<file path="src/rtl/spmt_pkg.sv">
// ----------------------------------------------------------------------------
// spmt_pkg
// Shared types and codes for the subnet prefix match table.
// ----------------------------------------------------------------------------
package spmt_pkg;

    localparam int unsigned KEY_W     = 128;
    localparam int unsigned V4_ADDR_W = 32;
    localparam int unsigned V4_PLEN_W = 6;
    localparam int unsigned V6_PLEN_W = 8;
    localparam int unsigned V4_MAX_PLEN = 32;
    localparam int unsigned V6_MAX_PLEN = 128;

    typedef enum logic [2:0] {
        REQ_ADD_V4    = 3'd0,
        REQ_ADD_V6    = 3'd1,
        REQ_CLEAR     = 3'd2,
        REQ_LOOKUP_V4 = 3'd3,
        REQ_LOOKUP_V6 = 3'd4
    } req_t;

    typedef enum logic [1:0] {
        STAT_OK       = 2'd0,
        STAT_FULL     = 2'd1,
        STAT_TOO_LONG = 2'd2
    } status_t;

    typedef struct packed {
        logic [2:0]  req_type;
        logic [63:0] address_high;
        logic [63:0] address_low;
        logic [7:0]  prefix_length;
    } spmt_in_t;

    typedef struct packed {
        logic       hit;
        logic [3:0] entry_index;
        logic [1:0] status;
    } spmt_out_t;

endpackage

</file>
<file path="src/rtl/subnet_prefix_match_table_unit.sv">
// ----------------------------------------------------------------------------
// subnet_prefix_match_table_unit
// Two ordered first-match prefix tables (IPv4, IPv6) with add, clear and
// lookup requests. Lookups scan one entry per cycle through a shared compare.
// ----------------------------------------------------------------------------
//  channel | ports                      | transfer
//  --------+----------------------------+-------------------------------
//  request | s_valid s_ready s_payload  | one request item
//  result  | m_valid m_ready m_payload  | one result item per request
//
//  Add, clear, unused codes, empty-table and IPv4 zero-address lookups: result
//  registered in the cycle after the transfer. Other lookups read entries in
//  order through the single RAM read port per table into the one compare
//  unit and stop at the first hit or after the last entry. Reset clears both
//  counts and the sequencer; the tables need no clearing. No new request is
//  taken while a lookup runs or while a result waits on m_ready.
// ----------------------------------------------------------------------------
module subnet_prefix_match_table_unit #(
    parameter int unsigned V4_ENTRIES = 16,
    parameter int unsigned V6_ENTRIES = 16
) (
    input  logic                aclk,
    input  logic                aresetn,
    input  logic                s_valid,
    output logic                s_ready,
    input  spmt_pkg::spmt_in_t  s_payload,
    output logic                m_valid,
    input  logic                m_ready,
    output spmt_pkg::spmt_out_t m_payload
);

    localparam int unsigned V4_AW = (V4_ENTRIES > 1) ? $clog2(V4_ENTRIES) : 1;
    localparam int unsigned V6_AW = (V6_ENTRIES > 1) ? $clog2(V6_ENTRIES) : 1;
    localparam int unsigned V4_CW = $clog2(V4_ENTRIES + 1);
    localparam int unsigned V6_CW = $clog2(V6_ENTRIES + 1);
    localparam int unsigned CW    = (V4_CW > V6_CW) ? V4_CW : V6_CW;
    localparam int unsigned V4_W  = spmt_pkg::V4_ADDR_W + spmt_pkg::V4_PLEN_W;
    localparam int unsigned V6_W  = spmt_pkg::KEY_W + spmt_pkg::V6_PLEN_W;

    typedef enum logic [2:0] {
        ST_IDLE  = 3'b001,
        ST_FETCH = 3'b010,
        ST_CMP   = 3'b100
    } state_t;

    state_t                     state_reg, state_next;
    logic [V4_CW-1:0]           v4_count_reg, v4_count_next;
    logic [V6_CW-1:0]           v6_count_reg, v6_count_next;
    logic [CW-1:0]              ptr_reg, ptr_next;
    logic [CW-1:0]              cnt_reg, cnt_next;
    logic [CW-1:0]              cmp_idx_reg, cmp_idx_next;
    logic                       fam_v6_reg, fam_v6_next;
    logic [spmt_pkg::KEY_W-1:0] key_reg, key_next;
    logic                       m_valid_reg, m_valid_next;
    spmt_pkg::spmt_out_t        m_payload_reg, m_payload_next;

    logic                       accept;
    logic                       v4_we, v6_we, v4_re, v6_re, scan_rd;
    logic [V4_W-1:0]            v4_rdata;
    logic [V6_W-1:0]            v6_rdata;
    logic [spmt_pkg::KEY_W-1:0] ent_net;
    logic [7:0]                 ent_plen;
    logic                       match;
    logic                       v4_full, v6_full;

    assign s_ready   = (state_reg == ST_IDLE) && (!m_valid_reg || m_ready);
    assign accept    = s_valid && s_ready;
    assign m_valid   = m_valid_reg;
    assign m_payload = m_payload_reg;

    assign v4_full = (v4_count_reg >= V4_CW'(V4_ENTRIES));
    assign v6_full = (v6_count_reg >= V6_CW'(V6_ENTRIES));

    assign v4_we = accept && (s_payload.req_type == spmt_pkg::REQ_ADD_V4)
                   && (s_payload.prefix_length <= 8'(spmt_pkg::V4_MAX_PLEN)) && !v4_full;
    assign v6_we = accept && (s_payload.req_type == spmt_pkg::REQ_ADD_V6)
                   && (s_payload.prefix_length <= 8'(spmt_pkg::V6_MAX_PLEN)) && !v6_full;

    assign scan_rd = ((state_reg == ST_FETCH) || (state_reg == ST_CMP)) && (ptr_reg < cnt_reg);
    assign v4_re   = scan_rd && !fam_v6_reg;
    assign v6_re   = scan_rd && fam_v6_reg;

    spmt_ram #(
        .WIDTH (V4_W),
        .DEPTH (V4_ENTRIES)
    ) u_v4_ram (
        .aclk  (aclk),
        .we    (v4_we),
        .waddr (v4_count_reg[V4_AW-1:0]),
        .wdata ({s_payload.address_low[spmt_pkg::V4_ADDR_W-1:0],
                 s_payload.prefix_length[spmt_pkg::V4_PLEN_W-1:0]}),
        .re    (v4_re),
        .raddr (ptr_reg[V4_AW-1:0]),
        .rdata (v4_rdata)
    );

    spmt_ram #(
        .WIDTH (V6_W),
        .DEPTH (V6_ENTRIES)
    ) u_v6_ram (
        .aclk  (aclk),
        .we    (v6_we),
        .waddr (v6_count_reg[V6_AW-1:0]),
        .wdata ({s_payload.address_high, s_payload.address_low, s_payload.prefix_length}),
        .re    (v6_re),
        .raddr (ptr_reg[V6_AW-1:0]),
        .rdata (v6_rdata)
    );

    always_comb begin
        if (fam_v6_reg) begin
            ent_net  = v6_rdata[V6_W-1 -: spmt_pkg::KEY_W];
            ent_plen = v6_rdata[spmt_pkg::V6_PLEN_W-1:0];
        end else begin
            ent_net  = {v4_rdata[V4_W-1 -: spmt_pkg::V4_ADDR_W],
                        {(spmt_pkg::KEY_W - spmt_pkg::V4_ADDR_W){1'b0}}};
            ent_plen = 8'(v4_rdata[spmt_pkg::V4_PLEN_W-1:0]);
        end
    end

    spmt_cmp u_cmp (
        .key     (key_reg),
        .network (ent_net),
        .prefix  (ent_plen),
        .match   (match)
    );

    always_comb begin
        state_next     = state_reg;
        v4_count_next  = v4_count_reg;
        v6_count_next  = v6_count_reg;
        ptr_next       = ptr_reg;
        cnt_next       = cnt_reg;
        cmp_idx_next   = cmp_idx_reg;
        fam_v6_next    = fam_v6_reg;
        key_next       = key_reg;
        m_valid_next   = m_valid_reg && !m_ready;
        m_payload_next = m_payload_reg;

        case (state_reg)
            ST_IDLE: begin
                if (accept) begin
                    m_payload_next = '{hit: 1'b0, entry_index: 4'd0,
                                       status: spmt_pkg::STAT_OK};
                    m_valid_next   = 1'b1;
                    ptr_next       = '0;
                    case (s_payload.req_type)
                        spmt_pkg::REQ_ADD_V4: begin
                            if (s_payload.prefix_length > 8'(spmt_pkg::V4_MAX_PLEN)) begin
                                m_payload_next.status = spmt_pkg::STAT_TOO_LONG;
                            end else if (v4_full) begin
                                m_payload_next.status = spmt_pkg::STAT_FULL;
                            end else begin
                                m_payload_next.entry_index = 4'(v4_count_reg);
                                v4_count_next = v4_count_reg + 1'b1;
                            end
                        end
                        spmt_pkg::REQ_ADD_V6: begin
                            if (s_payload.prefix_length > 8'(spmt_pkg::V6_MAX_PLEN)) begin
                                m_payload_next.status = spmt_pkg::STAT_TOO_LONG;
                            end else if (v6_full) begin
                                m_payload_next.status = spmt_pkg::STAT_FULL;
                            end else begin
                                m_payload_next.entry_index = 4'(v6_count_reg);
                                v6_count_next = v6_count_reg + 1'b1;
                            end
                        end
                        spmt_pkg::REQ_CLEAR: begin
                            v4_count_next = '0;
                            v6_count_next = '0;
                        end
                        spmt_pkg::REQ_LOOKUP_V4: begin
                            fam_v6_next = 1'b0;
                            cnt_next    = CW'(v4_count_reg);
                            key_next    = {s_payload.address_low[spmt_pkg::V4_ADDR_W-1:0],
                                           {(spmt_pkg::KEY_W - spmt_pkg::V4_ADDR_W){1'b0}}};
                            if ((s_payload.address_low[spmt_pkg::V4_ADDR_W-1:0] != '0)
                                && (v4_count_reg != '0)) begin
                                m_valid_next = 1'b0;
                                state_next   = ST_FETCH;
                            end
                        end
                        spmt_pkg::REQ_LOOKUP_V6: begin
                            fam_v6_next = 1'b1;
                            cnt_next    = CW'(v6_count_reg);
                            key_next    = {s_payload.address_high, s_payload.address_low};
                            if (v6_count_reg != '0) begin
                                m_valid_next = 1'b0;
                                state_next   = ST_FETCH;
                            end
                        end
                        default: begin
                        end
                    endcase
                end
            end
            ST_FETCH: begin
                cmp_idx_next = ptr_reg;
                ptr_next     = ptr_reg + 1'b1;
                state_next   = ST_CMP;
            end
            ST_CMP: begin
                if (match) begin
                    m_payload_next = '{hit: 1'b1, entry_index: 4'(cmp_idx_reg),
                                       status: spmt_pkg::STAT_OK};
                    m_valid_next   = 1'b1;
                    state_next     = ST_IDLE;
                end else if (ptr_reg == cnt_reg) begin
                    m_payload_next = '{hit: 1'b0, entry_index: 4'd0,
                                       status: spmt_pkg::STAT_OK};
                    m_valid_next   = 1'b1;
                    state_next     = ST_IDLE;
                end else begin
                    cmp_idx_next = ptr_reg;
                    ptr_next     = ptr_reg + 1'b1;
                end
            end
            default: begin
                state_next = ST_IDLE;
            end
        endcase
    end

    always_ff @(posedge aclk) begin
        if (!aresetn) begin
            state_reg    <= ST_IDLE;
            v4_count_reg <= '0;
            v6_count_reg <= '0;
            m_valid_reg  <= 1'b0;
        end else begin
            state_reg    <= state_next;
            v4_count_reg <= v4_count_next;
            v6_count_reg <= v6_count_next;
            m_valid_reg  <= m_valid_next;
        end
    end

    always_ff @(posedge aclk) begin
        ptr_reg       <= ptr_next;
        cnt_reg       <= cnt_next;
        cmp_idx_reg   <= cmp_idx_next;
        fam_v6_reg    <= fam_v6_next;
        key_reg       <= key_next;
        m_payload_reg <= m_payload_next;
    end

endmodule

</file>
<file path="src/rtl/spmt_ram.sv">
// ----------------------------------------------------------------------------
// spmt_ram
// Generic single-write, single-read RAM with registered read data.
// ----------------------------------------------------------------------------
module spmt_ram #(
    parameter int unsigned WIDTH = 32,
    parameter int unsigned DEPTH = 16,
    localparam int unsigned AW   = (DEPTH > 1) ? $clog2(DEPTH) : 1
) (
    input  logic             aclk,
    input  logic             we,
    input  logic [AW-1:0]    waddr,
    input  logic [WIDTH-1:0] wdata,
    input  logic             re,
    input  logic [AW-1:0]    raddr,
    output logic [WIDTH-1:0] rdata
);

    logic [WIDTH-1:0] mem [DEPTH];
    logic [WIDTH-1:0] rdata_reg;

    always_ff @(posedge aclk) begin
        if (we) begin
            mem[waddr] <= wdata;
        end
        if (re) begin
            rdata_reg <= mem[raddr];
        end
    end

    assign rdata = rdata_reg;

endmodule

</file>
<file path="src/rtl/spmt_cmp.sv">
// ----------------------------------------------------------------------------
// spmt_cmp
// Prefix compare unit: leading prefix bits of key and network are equal.
// ----------------------------------------------------------------------------
module spmt_cmp (
    input  logic [spmt_pkg::KEY_W-1:0] key,
    input  logic [spmt_pkg::KEY_W-1:0] network,
    input  logic [7:0]                 prefix,
    output logic                       match
);

    logic [spmt_pkg::KEY_W-1:0] mask;

    // top 'prefix' bits set; prefix of 128 or more gives all ones
    assign mask  = ~({spmt_pkg::KEY_W{1'b1}} >> prefix);
    assign match = (((key ^ network) & mask) == '0);

endmodule

</file>
<file path="config.mk">
export PLATFORM = sky130hd
export DESIGN_NAME = subnet_prefix_match_table_unit
export DESIGN_NICKNAME = d
export VERILOG_FILES = /design/src/rtl/spmt_pkg.sv /design/src/rtl/subnet_prefix_match_table_unit.sv /design/src/rtl/spmt_ram.sv /design/src/rtl/spmt_cmp.sv
export SDC_FILE = /design/constraint.sdc
export NUM_CORES = 2
export LEC_CHECK = 0
export BUFFER_PORTS_ARGS = -buffer_cell sky130_fd_sc_hd__buf_2
export CORE_AREA = 2 2 476 572
export CTS_CLUSTER_SIZE = 16
export DETAILED_ROUTE_END_ITERATION = 7
export DIE_AREA = 0 0 478 574
export PLACE_DENSITY = 0.63
export SLEW_MARGIN = 20
export SYNTH_ARGS = -nofsm -noshare
export SYNTH_HDL_FRONTEND = slang
export SYNTH_HIERARCHICAL = 1
export SYNTH_SLANG_ARGS = --single-unit
</file>
<file path="constraint.sdc">
create_clock -name aclk -period 11.17 [get_ports aclk]
set_input_delay 0 -clock aclk [delete_from_list [all_inputs] [get_ports aclk]]
set_output_delay 0 -clock aclk [all_outputs]
set_load 0.01 [all_outputs]
</file>
== Word-level counts from Yosys, hierarchy flattened ==
Memory sizes are Yosys's and may differ from the RTL's. A register that Yosys moved wholly into a read port is not among the register bits.
Index checks and enable logic that the tools add are counted.

* Register bits: 164
* Bits in writable memories: 2,784
* Bits of input ports: 143
* Output and inout port bits: 9
* Logic and storage cells: 134
* Memories: 2

* Add/subtract/negate cells: 3
* Magnitude comparators: 7
* Equal/unequal tests: 19
* Shift operators: 1
* Multiplexer cells: 49
* Bitwise operators: 3
* Reductions and logical operators: 38

{| class="wikitable"
|+ Memories
! name !! words !! bits a word !! rd ports !! clocked after Yosys merged registers in !! write ports !! line !! text
|-
| u_v6_ram.mem || 16 || 136 || 1 || 1 || 1 || spmt_ram.sv:19 || <nowiki>logic [WIDTH-1:0] mem [DEPTH];</nowiki>
|-
| u_v4_ram.mem || 16 || 38 || 1 || 1 || 1 || spmt_ram.sv:19 ||
|}

{| class="wikitable"
|+ Operators by type and width
! cell !! count
|-
| one-hot mux 128 bit (2 select lines) || 1
|-
| AND 128 bit || 1
|-
| zero test 128 bit || 1
|-
| 2-to-1 mux 128 bit || 1
|-
| inverter 128 bit || 1
|-
| right shift 128 x 8 -> 128 bit, first input constant || 1
|-
| bitwise XOR 128 bit || 1
|-
| 2-to-1 mux 5 bit || 7
|-
| nonzero test 32 bit || 1
|-
| one-hot mux 5 bit (2 select lines) || 3
|-
| 2-to-1 mux 4 bit || 6
|-
| 2-to-1 mux 7 bit || 3
|-
| adder 5 x 1 -> 5 bit, second input constant || 3
|-
| 2-to-1 mux 3 bit || 5
|-
| one-hot mux 5 bit (3 select lines) || 1
|-
| AND reduction 5 bit || 3
|-
| != test 2 bit, second input constant || 7
|-
| one-hot mux 7 bit (2 select lines) || 1
|-
| logical AND 1 bit || 13
|-
| one-hot mux 6 bit (2 select lines) || 1
|-
| 2-to-1 mux 1 bit || 11
|-
| >= comparator 5 bit, second input constant || 2
|-
| nonzero test 2 bit || 5
|-
| nonzero test 5 bit || 2
|-
| 24 further kinds || 39
|}

== Depth between registers and ports, before layout ==
* Depth after elaboration: 9
* Depth in mapped cells: 17
* Gate-level depth less buffers: 11

== Hierarchy ==
The synthesis kept the hierarchy.

{| class="wikitable"
|+ By module, submodules not included
! module !! times used !! cells an instance !! area an instance (µm²) !! sequential area each (µm²)
|-
| spmt_ram at u_v6_ram || 1 || 3,548 || 85,708.5 || 69,426.6
|-
| spmt_ram at u_v4_ram || 1 || 989 || 23,950.5 || 19,398.6
|-
| subnet_prefix_match_table_unit || 1 || 629 || 8,040.2 || 4,784.6
|-
| spmt_cmp || 1 || 415 || 2,817.7 || 0.0
|}

== Least setup slack after synthesis ==
OpenSTA, ideal clock, no wires.

* Path type: register to register
* From: register state_reg[0]
* To: memory u_v6_ram/mem[0][0] (netlist bit) (enable)
* Library setup time: 798 ps
* Arrival: 11,008 ps
* Path slack: -636 ps
* Cell stages (with the launch flop): 6
* Path buffers: 0
* Period minus slack after synthesis: 11,806 ps
* Cells stage by stage: dfxtp_1 > nor3b_1 > nand3_1 > nor3b_1 > or3b_2 > nor3_1

* Cells in the longest elaborated chain, start to end: 8

{| class="wikitable"
|+ RTL lines
! element !! line !! text
|-
| start: declaration || subnet_prefix_match_table_unit.sv:46 || <nowiki>state_t state_reg, state_next;</nowiki>
|-
| start signal: assignment || subnet_prefix_match_table_unit.sv:231 || <nowiki>state_reg <= state_next;</nowiki>
|-
| equality test 3 x 1 -> 1 bit || subnet_prefix_match_table_unit.sv:66 || <nowiki>assign s_ready = (state_reg == ST_IDLE) && (!m_valid_reg || m_ready);</nowiki>
|-
| logical AND 1 bit || subnet_prefix_match_table_unit.sv:66 ||
|-
| logical AND 1 bit || subnet_prefix_match_table_unit.sv:67 || <nowiki>assign accept = s_valid && s_ready;</nowiki>
|-
| logical AND 1 bit || subnet_prefix_match_table_unit.sv:76 || <nowiki>assign v6_we = accept && (s_payload.req_type == spmt_pkg::REQ_ADD_V6)</nowiki>
|-
| logical AND 1 bit (2 in a row) || subnet_prefix_match_table_unit.sv:77 || <nowiki>&& (s_payload.prefix_length <= 8'(spmt_pkg::V6_MAX_PLEN)) && !v6_full;</nowiki>
|-
| via v6_we || subnet_prefix_match_table_unit.sv:58 || <nowiki>logic v4_we, v6_we, v4_re, v6_re, scan_rd;</nowiki>
|-
| 2-to-1 mux 1 bit || spmt_ram.sv:23 || <nowiki>if (we) begin</nowiki>
|-
| 2-to-1 mux 1 bit (implied by the code) || spmt_ram.sv:24 || <nowiki>mem[waddr] <= wdata;</nowiki>
|-
| end: declaration || spmt_ram.sv:19 ||
|}

The timed path passes the listed nets, and every way through them passes these cells.

== Final worst setup path ==
* From: register fam_v6_reg
* To: register state_reg[0]

* Cells in the longest elaborated chain, start to end: 7
* Elaborated cells on any way between the ends: 11
* Those cells by class: eq/ne (1); shift (1); mux (4); bitwise (3); reduce/logical (2)

{| class="wikitable"
|+ RTL lines
! element !! line !! text
|-
| start: declaration || subnet_prefix_match_table_unit.sv:52 || <nowiki>logic fam_v6_reg, fam_v6_next;</nowiki>
|-
| start signal: assignment || subnet_prefix_match_table_unit.sv:242 || <nowiki>fam_v6_reg <= fam_v6_next;</nowiki>
|-
| 2-to-1 mux 8 bit (*) || subnet_prefix_match_table_unit.sv:111 || <nowiki>if (fam_v6_reg) begin</nowiki>
|-
| via ent_plen[2] || subnet_prefix_match_table_unit.sv:62 || <nowiki>logic [7:0] ent_plen;</nowiki>
|-
| right shift 128 x 8 -> 128 bit (*) || spmt_cmp.sv:15 || <nowiki>assign mask = ~({spmt_pkg::KEY_W{1'b1}} >> prefix);</nowiki>
|-
| inverter 128 bit (*) || spmt_cmp.sv:15 ||
|-
| AND 128 bit (*) || spmt_cmp.sv:16 || <nowiki>assign match = (((key ^ network) & mask) == '0);</nowiki>
|-
| zero test 128 bit (*) || spmt_cmp.sv:16 ||
|-
| via match || subnet_prefix_match_table_unit.sv:63 || <nowiki>logic match;</nowiki>
|-
| != test 3 x 2 -> 1 bit (no source line) or 2-to-1 mux 3 bit (tied branches) || -- ||
|-
| AND reduction 5 bit (no source line) or one-hot mux 3 bit (3 select lines) (tied branches) || -- ||
|}

The timed path passes the listed nets; every way through them passes the cells marked *.
A chain may end at the register's enable or synchronous reset.

==> summary.txt <==
Routing
  • Routed length per instance: approximately 31 um
  • Final WL: 309,000 um
  • Highest Signal Layer: met5
  • DR iter-0 viols: around 6,400
  • Metal1 wirelength: around 120,000 um
  • Routed wl met2: approximately 160,000 um
  • Total number of vias: 59,100
  • Routed vias/inst: between 5 and 6
  • Drc violations: 0
  • First-pass iteration count of the detailed router: 7
  • Antenna-violating nets left: 0
  • Met3 Wirelength: 22,000 um

Place
  • Placed cells: 9,158
  • DP HPWL: ~170,000 um
  • # port buffers: ~150
  • Pre-CTS WS: roughly 4.7 ns
  • Final GP Congestion: around 0.86

Hold path
  • Hold Crit Class: input port to flop
  • Worst Hold Path EP: u_v6_ram/mem[15][105]
  • Worst Hold Depth: 2
  • Hold_sp: s_payload[105]

Worst setup path
  • FF-to-FF setup slack: between 4 and 5 ns
  • Worst Path Class, Setup: flop to flop
  • Crit. End Element: flop
  • Worst Path Required: 12.00 ns
  • RR Endpoint: state_reg[0]
  • Crit-path max FO: between 60 and 70
  • Reg2Reg Launch Point: fam_v6_reg
  • Cell depth of the worst flop-to-flop path: 15
  • Crit path DAT: about 7.2 ns
  • Startpoint Class: flop

STA
  • Setup Skew: between 0.07 and 0.08 ns
  • Max Freq: between 150 and 200 MHz
  • Tcrit/Tclk final: 0.573
  • Worst Tran Pin Value: roughly 1.1 ns
  • Slew Viols, Final: 0
  • RSZ-0062 raised after global routing: false
  • Final worst setup slack: approximately 4.8 ns
  • Crit path time final: 6.40 ns
  • Slew headroom: 0.260
  • # setup viols final: 0
  • Worst Hold Slack: between 0.07 and 0.08 ns
  • Final Hold Viols: 0
  • Setup TNS: 0 ns

Global routing
  • Vias in the first global route: roughly 60,000
  • Largest net degree at the start of global routing: approximately 110
  • Overflow after GRT: 0
  • Antenna violations before repair: 30
  • All-Layer GR Usage: 0.223
  • First-pass GRT wire length: 443,000 um

Clocking
  • Clk_lat worst skew: ~0.88 ns
  • CTS Root Cell: clkbuf_16
  • Max Root-Sink Buffers: 4
  • Clock buffer count from CTS: between 300 and 400
  • CTS tree: yes
  • H-tree depth: 5
  • Clock sinks: 3,122
  • Post-CTS resize count: 0
  • Worst-path clk slew: 0.07 ns

Floorplanning
  • Chip Height: approximately 570 um
  • # rows: about 210
  • Core area: between 200,000 and 300,000 um2
  • Io pins: between 150 and 200
  • Die area: between 200,000 and 300,000 um2
  • Initial Utilization: 0.448
  • Die W: approximately 480 um

Synthesis
  • Ys flop type: edfxtp_1
  • Synth Register Bits: around 3,100
  • Post-synth ARST share: 0
  • Post-Synthesis Net Count: 5,734
  • Synth Instances: between 5,000 and 6,000
  • Synthesized area: between 100,000 and 150,000 um2
  • Post-synthesis sequential area ratio: 0.777
  • Yosys top cell area share: 0.774
  • Post-Syn Area per Cell: around 22 um2
  • Yosys warning count: 6
  • Largest area contributor in the netlist: edfxtp_1
  • Ranking of synthesized cells by area: edfxtp_1 (77%), mux4_2 (12%), a22oi_1 (2.0%), mux2_2 (1.2%), and2_1 (1.1%)
  • Number of synthesized flops with an enable pin: ~3,100
  • Post-synth cell types: between 80 and 90

Cells and area
  • Layout area overhead: 13.8%
  • Max reg flops: between 2,000 and 2,500
  • Most frequent cells in the layout: edfxtp_1 (3,108), mux4_2 (666), a22oi_1 (318), clkbuf_16 (315), and2_1 (202)
  • Most common cell after layout, fill and taps aside: edfxtp_1
  • Fill cells: ~21,000
  • Non-filler instance count after layout: around 9,900
  • Final net count: just over 6,000
  • Layout cells sized above 1: 0.253

Power
  • Tot Pwr: approximately 0.024 W
  • Peak VDD IR: ~0.00012 V
  • Pwr Density: roughly 180 nW/um2
  • Leakage dissipation: 42.8 nW

Outcome
  • Status: complete, no violations

Run
  • Max cap viols: 0
==> metal layers <==
metal	up-vias	track usage
met2	2368	0.377
met4	4	0.0551
met3	388	0.0357
met5	-	0
met1	32100	0.305
li1	24200	-
==> final cells by class <==
type                            instances  area, um2  share of cell area
Tap cell                             3587       4490              0.0327
Inverter                               17       68.8            0.000502
Multi-Input combinational cell       2146      25700               0.187
Antenna cell                           11       27.5            0.000201
Timing Repair Buffer                  435       3400              0.0248
Clock buffer                          370       8090              0.0590
Sequential cell                      3122      93600               0.682
Clock inverter                        172       1810              0.0132
==> Yosys cell counts, types with 14 or more instances <==
library cell / instances
edfxtp_1: 3108
mux4_2: 666
a22oi_1: 318
and2_1: 204
nand2_1: 172
mux2_2: 128
clkbuf_1: 123
buf_2: 98
xor2_1: 84
nor2_1: 72
xnor2_1: 49
o21ai_0: 44
a21oi_1: 41
buf_1: 31
buf_6: 30
nor2b_1: 28
nor4_1: 28
nand2b_1: 26
nor3_1: 25
nand3_1: 23
mux2i_1: 22
o221ai_1: 20
inv_1: 16
nand4_1: 15
dfxtp_1: 14
==> timing repair <==
action                    4_1_cts  5_1_grt
hold endpoints to repair     2941        0
hold buffers                  149        0
setup buffers                   0        0
==> worst max-delay path by stage <==
stage | start | endpoint | slack [ns] | cells after the start
after floorplan | state_reg[0] | u_v6_ram/mem[1][0] | 3.04 | 5
after global placement | fam_v6_reg | m_payload[0] | 4.76 | 14
after detailed placement | fam_v6_reg | m_payload[0] | 4.70 | 14
after CTS | fam_v6_reg | state_reg[0] | 4.46 | 15
after global routing | fam_v6_reg | state_reg[0] | 4.50 | 15
final | fam_v6_reg | state_reg[0] | 4.77 | 15
==> metrics by stage <==
step,instance area [um2],utilization
detailed placement,126000,0.467
global placement,126000,0.467
floorplan,121000,-
finish,137000,0.510
CTS,137000,0.510
global route,137000,0.510
==> power breakdown <==
part | switching, W | total (W) | internal (W) | leakage (nW)
registers | 0.0000167 | 0.0129 | 0.0129 | 28.0
clock network | 0.00441 | 0.0102 | 0.00584 | 4.80
logic | 0.000754 | 0.00121 | 0.000460 | 9.93
total | 0.00518 | 0.0244 | 0.0192 | 42.8
==> logic make-up (layout without fill, tap and decap cells) <==
| family | Yosys count | count (layout) | share of synthesized area |
|---|---|---|---|
| AO/OA/AOI/OAI | 531 | 531 | 0.0318 |
| XOR/XNOR | 133 | 133 | 0.00967 |
| adder cells (fa/ha/maj) | 12 | 12 | 0.00120 |
| buffers and inverters | 313 | 994 | 0.0130 |
| flip-flops | 3122 | 3122 | 0.777 |
| multiplexers | 817 | 817 | 0.138 |
| other | 0 | 11 | 0 |
| AND/OR/NAND/NOR | 653 | 653 | 0.0293 |
==> worst max-delay path, stage by stage (launching register included) <==
cell	delay, ns
edfxtp_1	0.33
buf_4	0.53
buf_4	0.65
mux2_2	0.65
and2_1	0.48
a222oi_1	0.44
nor3_1	0.15
nor4_1	0.32
nand4_1	0.13
or4_1	0.64
nor4bb_4	0.72
buf_4	0.24
a31o_2	0.15
o32ai_1	0.20
nand3_1	0.15
dlygate4sd3_1	0.55
Note: power is estimated with default switching activity, not from simulation.
